<file path="config.mk">
export PLATFORM = sky130hd
export DESIGN_NAME = bb5_out_fifo
export DESIGN_NICKNAME = d
export VERILOG_FILES = /design/src/bb5_pkg.sv /design/src/bb5_out_fifo.sv
export SDC_FILE = /design/constraint.sdc
export NUM_CORES = 1
export LEC_CHECK = 0
export ABC_AREA = 1
export ABC_CLOCK_PERIOD_IN_PS = 3610
export CAP_MARGIN = 20
export CORE_AREA = 2 2 119 121
export DETAILED_ROUTE_END_ITERATION = 10
export DIE_AREA = 0 0 121 123
export DONT_BUFFER_PORTS = 1
export PLACE_DENSITY = 0.82
export SLEW_MARGIN = 20
export SYNTH_ARGS = -nofsm -noshare
export SYNTH_HDL_FRONTEND = slang
export SYNTH_SLANG_ARGS = --single-unit
export TNS_END_PERCENT = 1
</file>
<file path="constraint.sdc">
create_clock -name clock -period 3.61 [get_ports clock]
set_input_delay 0.722 -clock clock [delete_from_list [all_inputs] [get_ports clock]]
set_output_delay 0.722 -clock clock [all_outputs]
set_load 0.02 [all_outputs]
</file>
<file path="src/bb5_pkg.sv">
// Types and constants of the 5x5 box blur.
package bb5_pkg;

   localparam int WIN         = 5;
   localparam int HIST_ROWS   = 4;
   localparam int CHANNELS    = 3;
   localparam int PIX_W       = 8;
   localparam int COLSUM_W    = 11;   // five 8-bit samples
   localparam int WINSUM_W    = 13;   // 25 samples plus the rounding bias
   localparam int PROD_W      = 26;
   localparam int ROUND_BIAS  = 12;
   // Reciprocal of 25 scaled by 2^17; exact for every window sum that can occur.
   localparam int RECIP       = 5243;
   localparam int RECIP_SHIFT = 17;
   localparam int FW_BITS     = 12;
   localparam int FH_BITS     = 13;
   localparam int CSR_W       = 13;
   localparam int MIN_SIZE    = 5;
   localparam int FW_RESET    = 640;
   localparam int FH_RESET    = 480;
   localparam int FIFO_DEPTH  = 8;
   localparam int FIFO_AW     = 3;
   localparam int FIFO_CW     = 4;

   typedef enum logic [0:0] {
      REG_FRAME_WIDTH  = 1'b0,
      REG_FRAME_HEIGHT = 1'b1
   } csr_reg_type;

   typedef logic [PIX_W-1:0] chan_type;
   typedef chan_type [CHANNELS-1:0] rgb_type;       // [0] blue, [1] green, [2] red
   typedef rgb_type [HIST_ROWS-1:0] hist_type;      // [3] is the most recent row
   typedef logic [COLSUM_W-1:0] colsum_type;
   typedef colsum_type [CHANNELS-1:0] colsum_rgb_type;

   typedef struct packed {
      logic    eof;
      rgb_type mean;
   } result_type;

   typedef struct packed {
      logic [FIFO_CW-1:0] count;
      logic               not_empty;
   } fifo_status_type;

endpackage

</file>
<file path="src/bb5_out_fifo.sv">
// Result queue that decouples the pipeline from the output handshake.
module bb5_out_fifo (
   input  logic                     clock,
   input  logic                     reset,
   input  logic                     push,
   input  bb5_pkg::result_type      push_data,
   input  logic                     pop,
   output bb5_pkg::result_type      pop_data,
   output bb5_pkg::fifo_status_type status
);

   bb5_pkg::result_type              entry_ff [bb5_pkg::FIFO_DEPTH];
   logic [bb5_pkg::FIFO_AW-1:0]      wr_ptr_ff, wr_ptr_in;
   logic [bb5_pkg::FIFO_AW-1:0]      rd_ptr_ff, rd_ptr_in;
   logic [bb5_pkg::FIFO_CW-1:0]      count_ff, count_in;
   logic                             do_pop;

   assign do_pop = pop && (count_ff != '0);

   always_comb begin
      wr_ptr_in = push ? wr_ptr_ff + bb5_pkg::FIFO_AW'(1) : wr_ptr_ff;
      rd_ptr_in = do_pop ? rd_ptr_ff + bb5_pkg::FIFO_AW'(1) : rd_ptr_ff;
      count_in  = count_ff;
      if (push && !do_pop) begin
         count_in = count_ff + bb5_pkg::FIFO_CW'(1);
      end else if (!push && do_pop) begin
         count_in = count_ff - bb5_pkg::FIFO_CW'(1);
      end
   end

   always_ff @(posedge clock) begin
      if (reset) begin
         wr_ptr_ff <= '0;
         rd_ptr_ff <= '0;
         count_ff  <= '0;
      end else begin
         wr_ptr_ff <= wr_ptr_in;
         rd_ptr_ff <= rd_ptr_in;
         count_ff  <= count_in;
      end
   end

   always_ff @(posedge clock) begin
      if (push) begin
         entry_ff[wr_ptr_ff] <= push_data;
      end
   end

   assign pop_data         = entry_ff[rd_ptr_ff];
   assign status.count     = count_ff;
   assign status.not_empty = (count_ff != '0);

endmodule

</file>
==> results.py, run 1 <==
metrics = {
    "logic_synthesis": {
        "synth_seq_cells": 213,
        "synthAdderAreaFrac": 0.00957,
        "yosysWarnings": 0,
        "synth_compound_area_frac": 0.0656,
        "seq_area_frac_synth": 0.726,
        "synth_top_family_by_area": "simple AND/OR/NAND/NOR gates",
        "syn_nets": 788,
        "avgSynthCellArea_um2": 11.5,
        "syn_inst": 753,
        "synthDistinctLibCells": 21,
        "syn-cell-area_um2": 8630,
        "synth_xor_area_frac": 0.00203,
        "yosys.area_share.simple": 0.162,
        "muxShareOfSynthArea": 0,
    },
    "clock_network": {
        "cts_hold_buffers": 0,
        "cts_buffers": 22,
        "cts-root-buf": "clkbuf_16",
        "h-tree-depth": 1,
        "clk_pin_slew_ns": 0.06,
        "cts.path.max_buffers": 3,
        "cts_tree": "yes",
        "clk_latency_ns": 0.50,
        "post-cts-setup-buffers": 0,
        "cts_sinks": 213,
        "ctsResizeCount": 0,
    },
    "die": {
        "die_area_um2": 14900,
        "coreArea_um2": 13600,
        "pin_count": 59,
        "fp.dieW_um": 121,
        "die_h_um": 123,
        "floorplan.rows": 43,
        "start_util": 0.634,
    },
    "sta": {
        "post-route-period-util": 0.884,
        "relSlewSlack": 0.294,
        "hold_viol_final": 0,
        "slew_violations": 0,
        "fmax_mhz": 313,
        "fin_tns_setup_ns": 0,
        "setup_violations": 0,
        "holdWs_ns": 0.294,
        "fin_crit_ns": 3.19,
        "grt_setup_unrepaired": "no",
        "finalClockSkew_ns": 0.0116,
        "tightest_slew_ns": 1.06,
    },
    "critical_path": {
        "cp.arrival_ns": 2.47,
        "cpPeakStageDelay_ns": 0.78,
        "reg2reg_setup_slack_ns": 1.14,
        "crit_required_ns": 2.89,
        "critPathKind": "register to output port",
        "crit_path_max_fanout": 100,
        "slowest_stage": "buf_4",
        "cp_cell_sequence": "buf_4, nor2_1, nor2_1, o21ai_0, nand2_1, nand2_1, nand2_1",
        "cp-start-kind": "register",
        "rr_startpoint": "count_ff[0]",
        "cp_common_cell": "nand2_1",
        "critPathCaptureType": "output port",
    },
    "drt": {
        "drc": 0,
        "viasPerCell": 5.83,
        "ant_nets": 0,
        "wire_per_inst_um": 19.2,
        "wirelength_um": 18200,
        "via_count": 5530,
        "first_iter_violations": 724,
        "drt_first_pass_iters": 5,
    },
    "cells_and_area": {
        "stdcell_count": 948,
        "final_nets": 789,
        "final_common_cell": "nor2_1",
        "syn_to_final_growth_pct": 9.33,
        "drive_above_1_share": 0.0755,
        "antenna_cells": 0,
        "layout_common_cells": "nor2_1 (208), edfxtp_1 (200), nand2_1 (144), o21ai_0 (70), o21ai_1 (35)",
        "finalInstanceArea_um2": 9430,
    },
    "global_route": {
        "grt_pass1_wl_um": 28100,
        "grt_usage": 0.250,
        "grt_pass1_vias": 5447,
        "grt_max_degree": 101,
        "grt_antenna_before_repair": 0,
        "overflow": 0,
    },
    "job": {
        "cap_viol_max_count": 0,
    },
    "power_and_ir_drop": {
        "ir_drop_v": 0.000472,
        "powerDensity_nw_per_um2": 669,
        "cellLeakagePower_nw": 3.44,
    },
    "outcome": {
        "status": "complete, no violations",
    },
    "placement": {
        "io_buffers": 0,
        "dpl.hpwl_um": 10000,
        "place_inst": 910,
        "globalplace.congestion": 0.813,
        "placed_area_um2": 8760,
    },
    "min_path": {
        "hp-start": "reset",
        "hold_path_class": "input port to register",
    },
}
synthesized netlist by cell type:
| master | n | area [um2] |
|---|---|---|
| inv_2 | 3 | 11.3 |
| o21ai_1 | 35 | 175 |
| clkbuf_8 | 2 | 27.5 |
| buf_2 | 13 | 65.1 |
| edfxtp_1 | 200 | 6010 |
| a21oi_1 | 8 | 40.0 |
| ha_1 | 5 | 62.6 |
| dfxtp_1 | 13 | 260 |
| xor2_1 | 2 | 17.5 |
| nand3_1 | 6 | 30.0 |
| nor2_1 | 216 | 811 |
| clkbuf_2 | 4 | 20.0 |
| buf_1 | 3 | 11.3 |
| or2_2 | 2 | 12.5 |
| o21ai_0 | 70 | 350 |
| inv_1 | 11 | 41.3 |
| buf_4 | 6 | 45.0 |
| nand2_1 | 144 | 541 |
| buf_6 | 6 | 67.6 |
| fa_1 | 1 | 20.0 |
| clkbuf_1 | 3 | 11.3 |
routing by layer:
metal,wire length (um),up-vias,GRT usage,share of wire
met3,1740,38,0.0544,0.096
met5,0,-,0,0
li1,-,2561,-,-
met1,7010,2670,0.322,0.38
met2,9100,261,0.418,0.50
met4,369,0,0.100,0.020
cells by family after synthesis:
family                   Yosys count
buffers and inverters             51
AND/OR/NAND/NOR                  368
flip-flops                       213
AO/OA/AOI/OAI                    113
adder cells (fa/ha/maj)            6
XOR/XNOR                           2
path summary, 6_finish.rpt:
path                 endpoint  cells past startpoint
setup reg to reg  count_ff[3]                     12
setup / recovery  pop_data[5]                      7
hold / removal       register                      1
hold reg to reg      register                      2
cell type report:
| type | count | area, um2 |
|---|---|---|
| clock inverter | 12 | 87.6 |
| multi-input combinational | 489 | 2080 |
| clock buffer | 26 | 587 |
| fill | 890 | 4180 |
| tap | 180 | 225 |
| timing repair buffer | 14 | 130 |
| sequential | 213 | 6270 |
| inverter | 14 | 52.6 |
flip-flops by register name, indices dropped and copies added (netlist names), named ones only:
register   count
wr_ptr_ff      3
rd_ptr_ff      3
entry_ff     200
count_ff       4
through the flow:
step           worst slack (ns)   util  total power [mW]
5_1_grt                   0.295  0.693              6.59
2_1_floorplan              1.05      -              4.02
4_1_cts                   0.407  0.693              6.33
3_3_place_gp               1.09  0.643              4.17
3_5_place_dp              0.974  0.643              4.24
6_report                  0.419  0.693              6.31
power breakdown:
part,total [mW],switching (mW),internal [mW],leakage (nW)
combinational,1.34,0.992,0.349,1.19
sequential,2.86,0.0731,2.79,1.92
clock,2.11,0.879,1.23,0.327
total,6.31,1.94,4.37,3.44
critical path, delay by kind of cell, from the launching register on:
family / cells / cell delay, ns
compound gates: 1 / 0.11
buf+inv: 1 / 0.78
simple gates: 5 / 0.71
flops: 1 / 0.33
Power figures use the tool's default switching activity.
==> run 2, diff against run 1 <==
--- a/config.mk
+++ b/config.mk
@@ -13,6 +13,7 @@
 export DIE_AREA = 0 0 121 123
 export DONT_BUFFER_PORTS = 1
 export PLACE_DENSITY = 0.82
+export REMOVE_ABC_BUFFERS = 1
 export SLEW_MARGIN = 20
 export SYNTH_ARGS = -nofsm -noshare
 export SYNTH_HDL_FRONTEND = slang
==> results.py, run 2 (synthesized netlist as in run 1, its figures left out) <==
metrics = {
    "drt": {
        "viasPerCell": 5.74,
        "via_count": 5425,
        "drt_first_pass_iters": 5,
        "wirelength_um": 17700,
        "wire_per_inst_um": 18.8,
        "drc": 0,
        "first_iter_violations": 537,
        "ant_nets": 0,
    },
    "cells_and_area": {
        "reg_top3": "entry_ff (200), count_ff (4)",
        "multi_input_area_um2": 2080,
        "final_core_util": 0.693,
        "layout_common_cells": "nor2_1 (208), edfxtp_1 (200), nand2_1 (144), o21ai_0 (70), o21ai_1 (35)",
        "largest_reg_flops": 200,
        "final_common_cell": "nor2_1",
        "largest-register": "entry_ff",
        "antenna_cells": 0,
        "final_nets": 786,
        "syn_to_final_growth_pct": 9.33,
        "drive_above_1_share": 0.0758,
        "n_fill_cell": 896,
        "finalInstanceArea_um2": 9430,
        "seqCellArea_um2": 6270,
        "stdcell_count": 945,
    },
    "global_route": {
        "grt_antenna_before_repair": 0,
        "grt_usage": 0.240,
        "grt_pass1_wl_um": 27100,
        "grt_pass1_vias": 5297,
        "overflow": 0,
        "grt_max_degree": 101,
    },
    "critical_path": {
        "crit_required_ns": 2.89,
        "critPathKind": "register to output port",
        "crit_path_max_fanout": 100,
        "rr_startpoint": "count_ff[0]",
        "critPathCaptureType": "output port",
        "cp-start-kind": "register",
        "cp.arrival_ns": 2.43,
    },
    "clock_network": {
        "cts-root-buf": "clkbuf_16",
        "post-cts-setup-buffers": 0,
        "ctsResizeCount": 0,
        "cts_tree": "yes",
        "clk_pin_slew_ns": 0.06,
        "cts.path.max_buffers": 3,
        "cts_buffers": 21,
        "clk_latency_ns": 0.49,
        "cts_sinks": 213,
        "h-tree-depth": 1,
        "cts_hold_buffers": 0,
    },
    "sta": {
        "post-route-period-util": 0.874,
        "fmax_mhz": 317,
        "holdWs_ns": 0.296,
        "setup_violations": 0,
        "fin_crit_ns": 3.15,
        "relSlewSlack": 0.277,
        "hold_viol_final": 0,
        "slew_violations": 0,
        "fin_tns_setup_ns": 0,
        "tightest_slew_ns": 1.08,
        "finalClockSkew_ns": 0.0101,
        "grt_setup_unrepaired": "no",
    },
    "placement": {
        "io_buffers": 0,
        "dpl.hpwl_um": 9430,
        "globalplace.congestion": 0.742,
        "place_inst": 908,
        "placed_area_um2": 8730,
    },
    "power_and_ir_drop": {
        "p_clk_frac": 0.346,
        "p_comb_frac": 0.207,
        "netSwitchingPower_mw": 1.92,
        "p_int_mw": 4.49,
        "ir_drop_v": 0.000465,
        "cellLeakagePower_nw": 3.45,
        "seqPwrFrac": 0.447,
        "swShare": 0.300,
        "powerDensity_nw_per_um2": 679,
    },
    "min_path": {
        "hold_path_class": "input port to register",
        "hp-start": "reset",
    },
    "die": {
        "fp.dieW_um": 121,
        "die_area_um2": 14900,
        "start_util": 0.634,
        "coreArea_um2": 13600,
        "floorplan.rows": 43,
        "pin_count": 59,
        "die_h_um": 123,
    },
    "outcome": {
        "status": "complete, no violations",
    },
    "job": {
        "cap_viol_max_count": 0,
    },
}
## run 2: per-stage QoR
step / power [mW] / setup WS [ns]
5_1_grt: 6.69 / 0.237
6_report: 6.40 / 0.455
4_1_cts: 6.41 / 0.465
3_5_place_dp: 4.23 / 0.997
3_3_place_gp: 4.17 / 1.12
2_1_floorplan: 3.91 / -0.660
## run 2: layout make-up
cell class,count,share of cell area
Clock buffer,28,0.0617
Clock inverter,9,0.0127
Inverter,14,0.00557
Multi-Input combinational cell,489,0.221
Sequential cell,213,0.665
Tap cell,180,0.0239
Timing Repair Buffer,12,0.0109
## run 2: routing by layer
metal / vias to the layer above / track usage / share of wire
met5: - / 0 / 0
met4: 0 / 0.0814 / 0.021
met3: 40 / 0.0604 / 0.089
met2: 224 / 0.414 / 0.50
met1: 2614 / 0.298 / 0.39
li1: 2547 / - / -
## run 2: critical path: stages, from the launching register on
cell and delay, ns:
dfxtp_2 0.33, buf_4 0.76, nor2_1 0.12, nor2_1 0.16, o21ai_0 0.13, nand2_1 0.10, nand2_1 0.06, nand2_1 0.18
## run 2: power groups by stage
| stage | clock network [mW] | logic, mW | registers [mW] |
|---|---|---|---|
| final | 2.21 | 1.33 | 2.87 |
| after floorplan | 0 | 0.919 | 2.99 |
| after detailed placement | 0 | 1.32 | 2.92 |
| after CTS | 2.22 | 1.33 | 2.87 |
| after global placement | 0 | 1.25 | 2.91 |
| after global routing | 2.33 | 1.48 | 2.87 |
## run 2: worst paths after layout
check / cells after the start / to / slack [ns]
max: 7 / pop_data[10] / 0.46
min: 1 / wr_ptr_ff[0] / 0.30
max reg2reg: 11 / count_ff[3] / 1.10
min reg2reg: 2 / rd_ptr_ff[2] / 0.50
